===== src/rtl/mrs_pkg.sv =====
package mrs_pkg;

    // Store sizes
    localparam int COIL_COUNT  = 10;
    localparam int HOLD_COUNT  = 16;
    localparam int INPUT_COUNT = 16;
    localparam int BUF_BYTES   = 256;

    localparam int BUF_AW   = (BUF_BYTES > 1) ? $clog2(BUF_BYTES) : 1;
    localparam int COIL_IW  = (COIL_COUNT > 1) ? $clog2(COIL_COUNT) : 1;
    localparam int HOLD_IW  = (HOLD_COUNT > 1) ? $clog2(HOLD_COUNT) : 1;
    localparam int INPUT_IW = (INPUT_COUNT > 1) ? $clog2(INPUT_COUNT) : 1;
    localparam int MAX_N    = (COIL_COUNT > HOLD_COUNT)
                              ? ((COIL_COUNT > INPUT_COUNT) ? COIL_COUNT : INPUT_COUNT)
                              : ((HOLD_COUNT > INPUT_COUNT) ? HOLD_COUNT : INPUT_COUNT);
    localparam int IDX_W    = $clog2(MAX_N + 1);

    // Commands
    localparam logic [1:0] CMD_RX   = 2'd0;
    localparam logic [1:0] CMD_TICK = 2'd1;
    localparam logic [1:0] CMD_INWR = 2'd2;

    // Configuration register indexes
    localparam logic [2:0] CFG_STATION = 3'd0;
    localparam logic [2:0] CFG_GAP     = 3'd1;
    localparam logic [2:0] CFG_COIL    = 3'd2;
    localparam logic [2:0] CFG_HOLD    = 3'd3;
    localparam logic [2:0] CFG_INPUT   = 3'd4;

    // Function codes
    localparam logic [7:0] FC_RD_COILS  = 8'd1;
    localparam logic [7:0] FC_RD_DISC   = 8'd2;
    localparam logic [7:0] FC_RD_HOLD   = 8'd3;
    localparam logic [7:0] FC_RD_INPUT  = 8'd4;
    localparam logic [7:0] FC_WR_COIL   = 8'd5;
    localparam logic [7:0] FC_WR_REG    = 8'd6;
    localparam logic [7:0] FC_WR_COILS  = 8'd15;
    localparam logic [7:0] FC_WR_REGS   = 8'd16;

    // Exception codes
    localparam logic [7:0] EXC_NONE  = 8'd0;
    localparam logic [7:0] EXC_FUNC  = 8'd1;
    localparam logic [7:0] EXC_ADDR  = 8'd2;
    localparam logic [7:0] EXC_VALUE = 8'd3;

    localparam logic [15:0] COIL_ON      = 16'hFF00;
    localparam logic [7:0]  EXC_FLAG     = 8'h80;
    localparam logic [15:0] CRC_INIT     = 16'hFFFF;
    localparam logic [15:0] CRC_POLY     = 16'hA001;
    localparam logic [15:0] MAX_COILS_RD = 16'd960;
    localparam logic [15:0] MAX_REGS_RD  = 16'd125;
    localparam logic [8:0]  MAX_LEN      = 9'd250;
    localparam logic [8:0]  MIN_LEN      = 9'd8;
    localparam logic [8:0]  CNT_MAX      = 9'd511;

    typedef struct packed {
        logic [7:0]  station;
        logic [7:0]  gap;
        logic [15:0] coil_base;
        logic [15:0] hold_base;
        logic [15:0] input_base;
    } t_cfg;

    typedef struct packed {
        logic        valid;
        logic [8:0]  len;
        logic [15:0] tick;
    } t_job;

    typedef struct packed {
        logic        en;
        logic [3:0]  idx;
        logic [15:0] value;
    } t_inwr;

    typedef struct packed {
        logic [7:0] data;
        logic       last;
    } t_txb;

    function automatic logic [15:0] crc_byte(input logic [15:0] crc, input logic [7:0] b);
        logic [15:0] c;
        c = crc ^ {8'd0, b};
        for (int k = 0; k < 8; k++) begin
            c = c[0] ? ((c >> 1) ^ CRC_POLY) : (c >> 1);
        end
        return c;
    endfunction

endpackage


===== src/rtl/mrs_ram.sv =====
module mrs_ram #(
    parameter int WIDTH = 8,
    parameter int DEPTH = 256
) (
    input  logic                              i_clk,
    input  logic                              i_we,
    input  logic [$clog2(DEPTH)-1:0]          i_waddr,
    input  logic [WIDTH-1:0]                  i_wdata,
    input  logic [$clog2(DEPTH)-1:0]          i_raddr,
    output logic [WIDTH-1:0]                  o_rdata
);
    logic [WIDTH-1:0] r_mem [DEPTH];

    // Write one entry, read one entry registered
    always_ff @(posedge i_clk) begin
        if (i_we) begin
            r_mem[i_waddr] <= i_wdata;
        end
        o_rdata <= r_mem[i_raddr];
    end
endmodule


===== src/rtl/mrs_txq.sv =====
module mrs_txq (
    input  logic          i_clk,
    input  logic          i_rst_n,
    input  logic          i_push,
    input  mrs_pkg::t_txb i_data,
    output logic          o_full,
    input  logic          i_pop,
    output logic          o_empty,
    output mrs_pkg::t_txb o_head
);
    import mrs_pkg::*;

    t_txb       r_q [4];
    logic [1:0] r_wp, r_rp;
    logic [2:0] r_cnt;
    logic       w_push, w_pop;

    assign o_full  = (r_cnt == 3'd4);
    assign o_empty = (r_cnt == 3'd0);
    assign o_head  = r_q[r_rp];
    assign w_push  = i_push && !o_full;
    assign w_pop   = i_pop && !o_empty;

    // Store the beat
    always_ff @(posedge i_clk) begin
        if (w_push) begin
            r_q[r_wp] <= i_data;
        end
    end

    // Advance pointers
    always_ff @(posedge i_clk) begin
        if (!i_rst_n) begin
            r_wp  <= 2'd0;
            r_rp  <= 2'd0;
            r_cnt <= 3'd0;
        end else begin
            if (w_push) r_wp <= r_wp + 2'd1;
            if (w_pop) r_rp <= r_rp + 2'd1;
            r_cnt <= r_cnt + {2'd0, w_push} - {2'd0, w_pop};
        end
    end
endmodule


===== src/rtl/mrs_front.sv =====
module mrs_front (
    input  logic                      i_clk,
    input  logic                      i_rst_n,
    input  logic                      i_accept,
    input  logic [1:0]                i_command,
    input  logic [7:0]                i_rx_byte,
    input  logic [3:0]                i_input_index,
    input  logic [15:0]               i_input_value,
    input  mrs_pkg::t_cfg             i_cfg,
    input  logic                      i_take,
    output mrs_pkg::t_job             o_job,
    output mrs_pkg::t_inwr            o_inwr,
    output logic                      o_ram_we,
    output logic [mrs_pkg::BUF_AW-1:0] o_ram_waddr,
    output logic [7:0]                o_ram_wdata
);
    import mrs_pkg::*;

    logic [8:0]  r_count;
    logic        r_collect;
    logic [7:0]  r_sil;
    logic [15:0] r_tick;
    logic [7:0]  r_first;
    t_job        r_job;
    logic        w_rx, w_tick;
    logic [7:0]  w_sil;

    assign w_rx   = i_accept && (i_command == CMD_RX);
    assign w_tick = i_accept && (i_command == CMD_TICK);
    assign w_sil  = (r_sil == 8'hFF) ? r_sil : r_sil + 8'd1;

    assign o_job       = r_job;
    assign o_inwr      = '{en: i_accept && (i_command == CMD_INWR),
                           idx: i_input_index, value: i_input_value};
    assign o_ram_we    = w_rx && r_collect && ({23'd0, r_count} < BUF_BYTES);
    assign o_ram_waddr = r_count[BUF_AW-1:0];
    assign o_ram_wdata = i_rx_byte;

    // Hold the first byte of the frame
    always_ff @(posedge i_clk) begin
        if (w_rx && r_collect && r_count == 9'd0) begin
            r_first <= i_rx_byte;
        end
    end

    // Collect bytes and end frames on silence
    always_ff @(posedge i_clk) begin
        if (!i_rst_n) begin
            r_count   <= 9'd0;
            r_collect <= 1'b0;
            r_sil     <= 8'd0;
            r_tick    <= 16'd0;
            r_job     <= '0;
        end else begin
            if (i_take) begin
                r_job.valid <= 1'b0;
            end
            if (w_rx) begin
                if (r_collect) begin
                    if (r_count == 9'd0 && i_rx_byte != i_cfg.station) begin
                        r_collect <= 1'b0;
                    end
                    if (r_count != CNT_MAX) begin
                        r_count <= r_count + 9'd1;
                    end
                end
                r_sil <= 8'd0;
            end else if (w_tick) begin
                r_tick <= r_tick + 16'd1;
                if (w_sil > i_cfg.gap) begin
                    r_count   <= 9'd0;
                    r_collect <= 1'b1;
                    r_sil     <= 8'd0;
                    if (r_count >= MIN_LEN && r_first == i_cfg.station) begin
                        r_job <= '{valid: 1'b1, len: r_count, tick: r_tick + 16'd1};
                    end
                end else begin
                    r_sil <= w_sil;
                end
            end
        end
    end
endmodule


===== src/rtl/mrs_back.sv =====
module mrs_back (
    input  logic                       i_clk,
    input  logic                       i_rst_n,
    input  mrs_pkg::t_cfg              i_cfg,
    input  mrs_pkg::t_job              i_job,
    output logic                       o_take,
    output logic                       o_busy,
    input  mrs_pkg::t_inwr             i_inwr,
    output logic [mrs_pkg::BUF_AW-1:0] o_ram_raddr,
    input  logic [7:0]                 i_ram_rdata,
    output logic                       o_tx_push,
    output mrs_pkg::t_txb              o_tx_data,
    input  logic                       i_tx_full
);
    import mrs_pkg::*;

    localparam logic [2:0] ST_IDLE   = 3'd0;
    localparam logic [2:0] ST_SCAN   = 3'd1;
    localparam logic [2:0] ST_DECIDE = 3'd2;
    localparam logic [2:0] ST_WRITE  = 3'd3;
    localparam logic [2:0] ST_EMIT   = 3'd4;
    localparam logic [2:0] ST_DONE   = 3'd5;

    logic [2:0]            r_state;
    logic [8:0]            r_len, r_idx, r_end, r_pidx;
    logic [15:0]           r_tick, r_tprev, r_crc;
    logic                  r_pv;
    logic [7:0]            r_hdr [6];
    logic [7:0]            r_b0, r_b1, r_code, r_b2, r_hi;
    logic [IDX_W-1:0]      r_base;
    logic [6:0]            r_rlen, r_wn, r_wi, r_wp, r_k;
    logic [COIL_COUNT-1:0] r_coil;
    logic [15:0]           r_hold [HOLD_COUNT];
    logic [15:0]           r_inw [INPUT_COUNT];

    logic [7:0]  w_fc, w_byte, w_wbyte, w_rb, w_cbyte;
    logic [15:0] w_adr, w_cnt, w_word;
    logic [16:0] w_end, w_clim, w_hlim, w_ilim;
    logic        w_c_bad, w_h_bad, w_i_bad, w_c_one, w_h_one, w_fc_ok;
    logic [7:0]  w_code, w_nb;
    logic [IDX_W-1:0] w_base;
    logic [6:0]  w_rlen, w_m;
    logic [IDX_W:0] w_widx;
    logic [9:0]  w_bi [8];
    logic [10:0] w_ci [8];
    logic [IDX_W:0] w_rel [COIL_COUNT];
    logic [COIL_COUNT-1:0] w_cwe;
    logic        w_exc, w_push;

    assign o_busy      = (r_state != ST_IDLE);
    assign o_take      = (r_state == ST_IDLE) && i_job.valid;
    assign o_ram_raddr = (r_state == ST_SCAN) ? r_idx[BUF_AW-1:0]
                                              : BUF_AW'(r_wi + 7'd7);

    // Decode and check the request header, and size the response
    always_comb begin
        w_fc    = r_hdr[1];
        w_adr   = {r_hdr[2], r_hdr[3]};
        w_cnt   = {r_hdr[4], r_hdr[5]};
        w_end   = {1'b0, w_adr} + {1'b0, w_cnt};
        w_clim  = {1'b0, i_cfg.coil_base} + 17'(COIL_COUNT);
        w_hlim  = {1'b0, i_cfg.hold_base} + 17'(HOLD_COUNT);
        w_ilim  = {1'b0, i_cfg.input_base} + 17'(INPUT_COUNT);
        w_c_bad = (w_adr < i_cfg.coil_base) || (w_end > w_clim);
        w_h_bad = (w_adr < i_cfg.hold_base) || (w_end > w_hlim);
        w_i_bad = (w_adr < i_cfg.input_base) || (w_end > w_ilim);
        w_c_one = (w_adr < i_cfg.coil_base) || ({1'b0, w_adr} >= w_clim);
        w_h_one = (w_adr < i_cfg.hold_base) || ({1'b0, w_adr} >= w_hlim);
        w_fc_ok = (w_fc == FC_RD_COILS) || (w_fc == FC_RD_DISC) || (w_fc == FC_RD_HOLD)
               || (w_fc == FC_RD_INPUT) || (w_fc == FC_WR_COIL) || (w_fc == FC_WR_REG)
               || (w_fc == FC_WR_COILS) || (w_fc == FC_WR_REGS);
        w_nb    = 8'(({1'b0, w_cnt[6:0]} + 8'd7) >> 3);
        w_code  = EXC_NONE;
        priority if (!w_fc_ok) begin
            w_code = EXC_FUNC;
        end else if (r_len > MAX_LEN) begin
            w_code = EXC_VALUE;
        end else if (r_crc != {r_b0, r_b1}) begin
            w_code = EXC_VALUE;
        end else begin
            unique case (w_fc)
                FC_RD_COILS, FC_RD_DISC: begin
                    priority if (w_cnt > MAX_COILS_RD) w_code = EXC_VALUE;
                    else if (w_c_bad) w_code = EXC_ADDR;
                    else w_code = EXC_NONE;
                end
                FC_WR_COIL: begin
                    priority if (w_c_one) w_code = EXC_ADDR;
                    else if (w_cnt != COIL_ON && w_cnt != 16'd0) w_code = EXC_VALUE;
                    else w_code = EXC_NONE;
                end
                FC_WR_COILS: w_code = w_c_bad ? EXC_ADDR : EXC_NONE;
                FC_RD_HOLD: begin
                    priority if (w_cnt > MAX_REGS_RD) w_code = EXC_VALUE;
                    else if (w_h_bad) w_code = EXC_ADDR;
                    else w_code = EXC_NONE;
                end
                FC_RD_INPUT: begin
                    priority if (w_cnt > MAX_REGS_RD) w_code = EXC_VALUE;
                    else if (w_i_bad) w_code = EXC_ADDR;
                    else w_code = EXC_NONE;
                end
                FC_WR_REG:  w_code = w_h_one ? EXC_ADDR : EXC_NONE;
                FC_WR_REGS: w_code = w_h_bad ? EXC_ADDR : EXC_NONE;
                default:    w_code = EXC_FUNC;
            endcase
        end
        unique case (w_fc)
            FC_RD_COILS, FC_RD_DISC, FC_WR_COIL, FC_WR_COILS:
                w_base = IDX_W'(w_adr - i_cfg.coil_base);
            FC_RD_INPUT: w_base = IDX_W'(w_adr - i_cfg.input_base);
            default:     w_base = IDX_W'(w_adr - i_cfg.hold_base);
        endcase
        priority if (w_code != EXC_NONE) begin
            w_rlen = 7'd3;
        end else if (w_fc == FC_RD_COILS || w_fc == FC_RD_DISC) begin
            w_rlen = 7'd3 + w_nb[6:0];
        end else if (w_fc == FC_RD_HOLD || w_fc == FC_RD_INPUT) begin
            w_rlen = 7'd3 + {w_cnt[5:0], 1'b0};
        end else begin
            w_rlen = 7'd6;
        end
    end

    // Scan byte zero beyond the frame store, write-phase byte zero beyond the frame
    assign w_byte  = ({23'd0, r_pidx} < BUF_BYTES) ? i_ram_rdata : 8'd0;
    assign w_wbyte = (({2'd0, r_wp} + 9'd7) < r_len) ? i_ram_rdata : 8'd0;

    // Coil write enables for a multiple-coil write beat
    always_comb begin
        for (int c = 0; c < COIL_COUNT; c++) begin
            w_rel[c] = (IDX_W + 1)'(c) - {1'b0, r_base};
            w_cwe[c] = ((IDX_W + 1)'(c) >= {1'b0, r_base})
                    && ({{(16 - IDX_W - 1){1'b0}}, w_rel[c]} < w_cnt)
                    && ({{(11 - IDX_W){1'b0}}, w_rel[c][IDX_W:3]} == {2'd0, r_wp});
        end
    end

    // Build the response byte
    always_comb begin
        w_exc = (r_code != EXC_NONE);
        w_m   = r_k - 7'd3;
        for (int b = 0; b < 8; b++) begin
            w_bi[b] = {w_m, 3'b000} + 10'(b);
            w_ci[b] = {1'b0, w_bi[b]} + 11'(r_base);
            w_cbyte[b] = ({6'd0, w_bi[b]} < w_cnt) && ({21'd0, w_ci[b]} < COIL_COUNT)
                         ? r_coil[w_ci[b][COIL_IW-1:0]] : 1'b0;
        end
        w_widx = {1'b0, r_base} + (IDX_W + 1)'(w_m[6:1]);
        if (w_fc == FC_RD_INPUT) begin
            w_word = ({{(31 - IDX_W){1'b0}}, w_widx} < INPUT_COUNT)
                     ? r_inw[w_widx[INPUT_IW-1:0]] : 16'd0;
        end else begin
            w_word = ({{(31 - IDX_W){1'b0}}, w_widx} < HOLD_COUNT)
                     ? r_hold[w_widx[HOLD_IW-1:0]] : 16'd0;
        end
        priority if (r_k == r_rlen) begin
            w_rb = r_crc[7:0];
        end else if (r_k == r_rlen + 7'd1) begin
            w_rb = r_crc[15:8];
        end else if (r_k == 7'd0) begin
            w_rb = r_hdr[0];
        end else if (r_k == 7'd1) begin
            w_rb = w_exc ? (r_hdr[1] | EXC_FLAG) : r_hdr[1];
        end else if (r_k == 7'd2) begin
            w_rb = w_exc ? r_code : r_b2;
        end else if (w_fc == FC_RD_COILS || w_fc == FC_RD_DISC) begin
            w_rb = w_cbyte;
        end else if (w_fc == FC_RD_HOLD || w_fc == FC_RD_INPUT) begin
            w_rb = w_m[0] ? w_word[7:0] : w_word[15:8];
        end else begin
            w_rb = (r_k < 7'd6) ? r_hdr[3'(r_k)] : 8'd0;
        end
    end

    assign w_push    = (r_state == ST_EMIT) && !i_tx_full;
    assign o_tx_push = w_push;
    assign o_tx_data = '{data: w_rb, last: (r_k == r_rlen + 7'd1)};

    // Sequence one request
    always_ff @(posedge i_clk) begin
        if (!i_rst_n) begin
            r_state <= ST_IDLE;
            r_pv    <= 1'b0;
            r_tprev <= 16'd0;
            r_coil  <= '0;
            for (int i = 0; i < HOLD_COUNT; i++) r_hold[i] <= 16'd0;
            for (int i = 0; i < INPUT_COUNT; i++) r_inw[i] <= 16'd0;
        end else begin
            if (i_inwr.en && ({28'd0, i_inwr.idx} < INPUT_COUNT)) begin
                r_inw[i_inwr.idx[INPUT_IW-1:0]] <= i_inwr.value;
            end
            unique case (r_state)
                ST_IDLE: begin
                    if (i_job.valid) begin
                        r_len   <= i_job.len;
                        r_tick  <= i_job.tick;
                        r_idx   <= 9'd0;
                        r_end   <= (i_job.len > MAX_LEN) ? MIN_LEN : i_job.len;
                        r_crc   <= CRC_INIT;
                        r_pv    <= 1'b0;
                        r_state <= ST_SCAN;
                    end
                end
                ST_SCAN: begin
                    // issue reads, process the beat from last cycle
                    r_pv <= (r_idx < r_end);
                    if (r_idx < r_end) begin
                        r_pidx <= r_idx;
                        r_idx  <= r_idx + 9'd1;
                    end
                    if (r_pv) begin
                        if (r_pidx < 9'd6) r_hdr[3'(r_pidx)] <= w_byte;
                        if (r_pidx + 9'd2 < r_len) r_crc <= crc_byte(r_crc, w_byte);
                        r_b0 <= w_byte;
                        r_b1 <= r_b0;
                    end
                    if (!r_pv && r_idx >= r_end) begin
                        r_state <= ST_DECIDE;
                    end
                end
                ST_DECIDE: begin
                    r_code <= w_code;
                    r_base <= w_base;
                    r_rlen <= w_rlen;
                    r_b2   <= (w_fc == FC_RD_COILS || w_fc == FC_RD_DISC) ? w_nb
                            : (w_fc == FC_RD_HOLD || w_fc == FC_RD_INPUT)
                              ? {w_cnt[6:0], 1'b0} : r_hdr[2];
                    r_wn   <= (w_fc == FC_WR_COILS) ? w_nb[6:0] : {w_cnt[5:0], 1'b0};
                    r_wi   <= 7'd0;
                    r_pv   <= 1'b0;
                    r_k    <= 7'd0;
                    r_crc  <= CRC_INIT;
                    if (w_code == EXC_NONE && w_fc == FC_WR_COIL) begin
                        r_coil[w_base[COIL_IW-1:0]] <= (w_cnt == COIL_ON);
                    end
                    if (w_code == EXC_NONE && w_fc == FC_WR_REG) begin
                        r_hold[w_base[HOLD_IW-1:0]] <= w_cnt;
                    end
                    if (w_code == EXC_NONE && w_cnt != 16'd0
                        && (w_fc == FC_WR_COILS || w_fc == FC_WR_REGS)) begin
                        r_state <= ST_WRITE;
                    end else begin
                        r_state <= ST_EMIT;
                    end
                end
                ST_WRITE: begin
                    r_pv <= (r_wi < r_wn);
                    if (r_wi < r_wn) begin
                        r_wp <= r_wi;
                        r_wi <= r_wi + 7'd1;
                    end
                    if (r_pv) begin
                        if (w_fc == FC_WR_COILS) begin
                            for (int c = 0; c < COIL_COUNT; c++) begin
                                if (w_cwe[c]) r_coil[c] <= w_wbyte[w_rel[c][2:0]];
                            end
                        end else if (!r_wp[0]) begin
                            r_hi <= w_wbyte;
                        end else begin
                            r_hold[HOLD_IW'(r_base + IDX_W'(r_wp[6:1]))] <= {r_hi, w_wbyte};
                        end
                    end
                    if (!r_pv && r_wi >= r_wn) begin
                        r_state <= ST_EMIT;
                    end
                end
                ST_EMIT: begin
                    if (w_push) begin
                        if (r_k < r_rlen) r_crc <= crc_byte(r_crc, w_rb);
                        r_k <= r_k + 7'd1;
                        if (r_k == r_rlen + 7'd1) r_state <= ST_DONE;
                    end
                end
                ST_DONE: begin
                    r_hold[HOLD_COUNT - 1] <= r_tick - r_tprev;
                    r_tprev <= r_tick;
                    r_state <= ST_IDLE;
                end
                default: r_state <= ST_IDLE;
            endcase
        end
    end
endmodule


===== src/rtl/modbus_rtu_slave_core.sv =====
// Modbus RTU slave core.
// The input accepts a received byte, an input register write or a tick whenever it is not full.
// A frame-ending tick hands a valid frame on: it is read back from the frame store (only
// its first 8 bytes above 250 bytes), a multiple write writes its payload, and the response
// goes out at 1 byte a cycle while the queue has room. Input then stays full through ST_DONE.
// Reset (synchronous, active low) clears coils, registers, config, queue; frame store is kept.
module modbus_rtu_slave_core (
    input  logic        i_clk,
    input  logic        i_rst_n,
    input  logic        push,
    output logic        full,
    input  logic [1:0]  i_command,
    input  logic [7:0]  i_rx_byte,
    input  logic [3:0]  i_input_index,
    input  logic [15:0] i_input_value,
    output logic        empty,
    input  logic        pop,
    output logic [7:0]  o_tx_byte,
    output logic        o_last_byte,
    input  logic        i_cfg_valid,
    output logic        o_cfg_ready,
    input  logic [2:0]  i_cfg_index,
    input  logic [15:0] i_cfg_data
);
    import mrs_pkg::*;

    t_cfg              r_cfg;
    t_job              w_job;
    t_inwr             w_inwr;
    t_txb              w_txd, w_head;
    logic              w_take, w_busy, w_we, w_tpush, w_tfull;
    logic [BUF_AW-1:0] w_waddr, w_raddr;
    logic [7:0]        w_wdata, w_rdata;

    assign o_cfg_ready = 1'b1;
    assign full        = w_job.valid || w_busy;
    assign o_tx_byte   = w_head.data;
    assign o_last_byte = w_head.last;

    // Write configuration registers
    always_ff @(posedge i_clk) begin
        if (!i_rst_n) begin
            r_cfg <= '{station: 8'd1, gap: 8'd5, coil_base: 16'd0,
                       hold_base: 16'd0, input_base: 16'd0};
        end else if (i_cfg_valid && o_cfg_ready) begin
            unique case (i_cfg_index)
                CFG_STATION: r_cfg.station    <= i_cfg_data[7:0];
                CFG_GAP:     r_cfg.gap        <= i_cfg_data[7:0];
                CFG_COIL:    r_cfg.coil_base  <= i_cfg_data;
                CFG_HOLD:    r_cfg.hold_base  <= i_cfg_data;
                CFG_INPUT:   r_cfg.input_base <= i_cfg_data;
                default:     ;
            endcase
        end
    end

    mrs_front u_front (
        .i_clk        (i_clk),
        .i_rst_n      (i_rst_n),
        .i_accept     (push && !full),
        .i_command    (i_command),
        .i_rx_byte    (i_rx_byte),
        .i_input_index(i_input_index),
        .i_input_value(i_input_value),
        .i_cfg        (r_cfg),
        .i_take       (w_take),
        .o_job        (w_job),
        .o_inwr       (w_inwr),
        .o_ram_we     (w_we),
        .o_ram_waddr  (w_waddr),
        .o_ram_wdata  (w_wdata)
    );

    mrs_ram #(.WIDTH(8), .DEPTH(BUF_BYTES)) u_frame_ram (
        .i_clk  (i_clk),
        .i_we   (w_we),
        .i_waddr(w_waddr),
        .i_wdata(w_wdata),
        .i_raddr(w_raddr),
        .o_rdata(w_rdata)
    );

    mrs_back u_back (
        .i_clk      (i_clk),
        .i_rst_n    (i_rst_n),
        .i_cfg      (r_cfg),
        .i_job      (w_job),
        .o_take     (w_take),
        .o_busy     (w_busy),
        .i_inwr     (w_inwr),
        .o_ram_raddr(w_raddr),
        .i_ram_rdata(w_rdata),
        .o_tx_push  (w_tpush),
        .o_tx_data  (w_txd),
        .i_tx_full  (w_tfull)
    );

    mrs_txq u_txq (
        .i_clk  (i_clk),
        .i_rst_n(i_rst_n),
        .i_push (w_tpush),
        .i_data (w_txd),
        .o_full (w_tfull),
        .i_pop  (pop),
        .o_empty(empty),
        .o_head (w_head)
    );

`ifndef SYNTH
    a_busy_full: assert property (@(posedge i_clk) disable iff (!i_rst_n)
        w_busy |-> full) else $error("input open while request in progress");
    a_no_wr_busy: assert property (@(posedge i_clk) disable iff (!i_rst_n)
        w_we |-> !w_busy) else $error("frame store written during request");
    a_take_busy: assert property (@(posedge i_clk) disable iff (!i_rst_n)
        w_take |=> w_busy) else $error("taken request not started");
`endif
endmodule

===== config.mk =====
export PLATFORM = sky130hd
export DESIGN_NAME = modbus_rtu_slave_core
export DESIGN_NICKNAME = d
export VERILOG_FILES = /design/src/rtl/mrs_pkg.sv /design/src/rtl/mrs_ram.sv /design/src/rtl/mrs_txq.sv /design/src/rtl/mrs_front.sv /design/src/rtl/mrs_back.sv /design/src/rtl/modbus_rtu_slave_core.sv
export SDC_FILE = /design/constraint.sdc
export NUM_CORES = 2
export LEC_CHECK = 0
export BUFFER_PORTS_ARGS = -buffer_cell sky130_fd_sc_hd__buf_2
export CAP_MARGIN = 5
export CELL_PAD_IN_SITES_DETAIL_PLACEMENT = 1
export CELL_PAD_IN_SITES_GLOBAL_PLACEMENT = 2
export CORE_MARGIN = 2
export CORE_UTILIZATION = 52
export DETAILED_ROUTE_END_ITERATION = 12
export PLACE_DENSITY = 0.94
export SYNTH_ARGS = -nofsm -noshare
export SYNTH_HDL_FRONTEND = slang
export SYNTH_SLANG_ARGS = --single-unit
export TNS_END_PERCENT = 5

===== constraint.sdc =====
create_clock -name i_clk -period 10.38 [get_ports i_clk]
set_clock_uncertainty 0.1 [all_clocks]
set_input_delay 2.076 -clock i_clk [delete_from_list [all_inputs] [get_ports i_clk]]
set_output_delay 2.076 -clock i_clk [all_outputs]
set_load 0.01 [all_outputs]

==> out/metrics.cfg <==
[yosys]
yosys.area.top_type=edfxtp_1
synth_edf_count=2810
synthesis.instances=8547
synth_cell_type_count=93
ys_ff_latch=2984
synth_area_mm2=0.133
synth_seq_area_share=0.660
synthArstFlopShare=0
synth_ff_type=edfxtp_1
synth_area_leaders=edfxtp_1, mux4_2, ha_1, dfxtp_1, nor2_1
syn_avg_cell_area_um2=15.6
yosys_warnings=0
synth_top_area_frac=0.634

[clock_network]
ctsLongestPathBuffers=4
clock_latency_ns=0.90
cts_tree=done
cts_hold_buf=0
cts_setup_buffers=0
cts_sinks=2984
cts-buffers-inserted=316
cts_resized=0
cts_root_buffer=clkbuf_16
cts_htree_levels=5
path_clk_slew_ns=0.06

[placed_design]
dp_hpwl_um=256000
numPlacedInstances=11700
place_congestion=0.938
pre_cts_slack_ns=2.13
portBuffers=64

[drt]
routed_wirelength_um=408000
drc_errors=0
post_drt_wl_per_cell_um=33.3
drtIter0Drc=9986
dr_total_vias=81100
first_pass_iters=6
ant_nets=0
viasPerCell=6.62

[timing]
slew_headroom=0.124
rsz0062_at_grt=false
max_freq_mhz=122
setup_ws_ns=2.18
slew_viol_final=0
timing.final.crit_share=0.790
final-setup-viol-count=0
hold_slack_ns=0.320
hold_viol=0
post-route-min-period_ns=8.20
worst_slew_pin_slew_ns=1.30
setup-tns-final_ns=0

[setup_path]
endpoint_kind=flop
rrSetupSlack_ns=2.18
cp-startpoint=u_back.r_hdr[5][1]
critPathMaxStageDelay_ns=0.74
worstSetupPathType=flop to flop
critical_path.startpoint_type=flop
reg2regPathDepth=28
crit_required_ns=10.83
cp_slowest_cell=o31ai_2
crit_path_max_fanout=40
r2r-end=u_back.r_hold[7][9]
r2r-start=u_back.r_hdr[5][1]
path_common_cell=o21ai_0
cp.arrival_ns=8.66

[min_path]
worstHoldPathCells=0
hold_path_class=flop to flop
holdPathEnd=u_back.r_tick[11]
min_from=u_front.o_job[11]

[die]
num_rows=185
start_util=0.523
io_pins=66
coreArea_mm2=0.254
fp.dieH_um=510
die_w_um=510
dieArea_mm2=0.260

[global_routing]
track_usage=0.314
grt_pass1_vias=84500
grt_pass1_wl_um=595000
grt_max_degree=120
antenna_found_initial=13
overflow=0

[finish]
fillCellCount=23100
post-route-util=0.581
nets=9014
area_growth_syn_to_layout_pct=10.9
final_cells=12300
drive_above_1_share=0.176

[run_status]
status=finished clean

[pwr]
power.density_mw_per_mm2=207
p_leak_nw=48.6
peakVddDrop_uv=277

[flow_run]
cap_violations=0

-- stage by stage --
stage,total power [mW],cell area [um2]
2_1_floorplan,17.3,133000
3_3_place_gp,19.1,138000
3_5_place_dp,19.3,138000
4_1_cts,30.6,148000
5_1_grt,31.2,148000
6_report,30.6,148000
-- registers in the layout, indices dropped and copies added, names as in the netlist, 10 cells and up, named ones only --
name / cells
u_back.r_tprev: 16
u_back.r_inw: 256
u_back.r_hdr: 64
u_txq.r_q: 36
u_front.o_job: 26
u_front.r_tick: 16
r_cfg: 64
u_back.r_crc: 16
u_back.r_tick: 16
u_back.r_hold: 256
u_back.r_coil: 10
u_frame_ram.r_mem: 2048
-- cell usage after synthesis, types with 10 or more instances --
library cell,number
mux2_2,85
and2_1,296
o21ai_0,220
a22o_1,16
a22oi_1,13
nor2b_1,117
nand2b_1,64
o31ai_1,12
o21ai_1,13
nor2_1,797
buf_1,90
dfxtp_1,174
or2_2,20
ha_1,315
and3_1,39
nand3_1,141
a31oi_1,15
buf_4,10
nor3_1,102
o211ai_1,59
or3_1,18
a211oi_1,134
xnor2_1,199
nor3b_1,15
nor4_1,34
o21a_1,55
nand4_1,49
clkbuf_1,360
mux2i_1,172
o2111ai_1,18
a21o_1,55
inv_1,200
o32ai_1,15
buf_2,29
nand2_1,430
xor2_1,78
a211o_1,10
o22ai_1,16
edfxtp_1,2810
a21oi_1,388
mux4_2,699
-- cell type report --
class | instances | area [um2] | share of cell area
antenna | 7 | 17.5 | 0.000119
clock buffer | 380 | 8240 | 0.0559
clock inverter | 181 | 1750 | 0.0119
inverter | 211 | 795 | 0.00538
multi-input combinational | 4877 | 42800 | 0.290
sequential | 2984 | 87900 | 0.595
tap | 3366 | 4210 | 0.0285
timing repair buffer | 247 | 1900 | 0.0129
-- placed cells by master (no fill, tap or decap), drive strengths merged, types with 19 or more instances in the layout --
cell type,n
nor3,102
clkinv,134
edfxtp,2810
o21a,55
mux4,699
mux2i,172
or2,20
ha,315
xor2,78
nor2b,117
nand3,142
nand4,49
a21o,55
nand2b,64
a21oi,388
a211oi,134
and3,39
bufinv,27
or3,19
o211ai,59
o21ai,234
xnor2,199
nor4,35
inv,218
buf,239
nand2,430
mux2,85
clkbuf,388
dfxtp,174
and2,298
nor2,798
-- worst max-delay path by stage --
stage / cells after the start / endpoint
after CTS: 25 / u_back.r_hold[15][1]
after detailed placement: 25 / u_back.r_hold[15][1]
after global placement: 27 / u_back.r_hold[15][3]
final: 28 / u_back.r_hold[7][9]
after floorplan: 27 / u_back.r_hold[7][0]
after global routing: 28 / u_back.r_hold[7][9]
-- worst max-delay path, delay by kind of cell, from the launching register on --
family | cells | cell delay [ns]
AOI/OAI and AO/OA | 14 | 3.82
adders and majority gates | 2 | 0.66
buffers and inverters | 3 | 1.03
DFF | 1 | 0.58
and+or+nand+nor | 9 | 1.69
-- kinds of logic after synthesis --
group | share of synthesized area
adder cells (fa/ha/maj) | 0.0308
multiplexers | 0.138
AND/OR/NAND/NOR | 0.0769
buffers and inverters | 0.0205
other | 0.0000564
flip-flops | 0.660
XOR/XNOR | 0.0186
AO/OA/AOI/OAI | 0.0542
-- layer usage --
layer / share of wire / wire (um) / GRT usage
met2: 0.50 / 204000 / 0.531
met1: 0.37 / 151000 / 0.400
met3: 0.076 / 31200 / 0.0448
met5: 0.000069 / 28 / 0
met4: 0.055 / 22300 / 0.150
-- power by group --
part | switching, mW | leakage [nW] | internal (mW)
Combinational | 3.53 | 16.4 | 2.28
Sequential | 0.160 | 27.4 | 13.3
Clock | 4.92 | 4.87 | 6.36
Total | 8.61 | 48.6 | 22.0
Power figures use the tool's default switching activity.
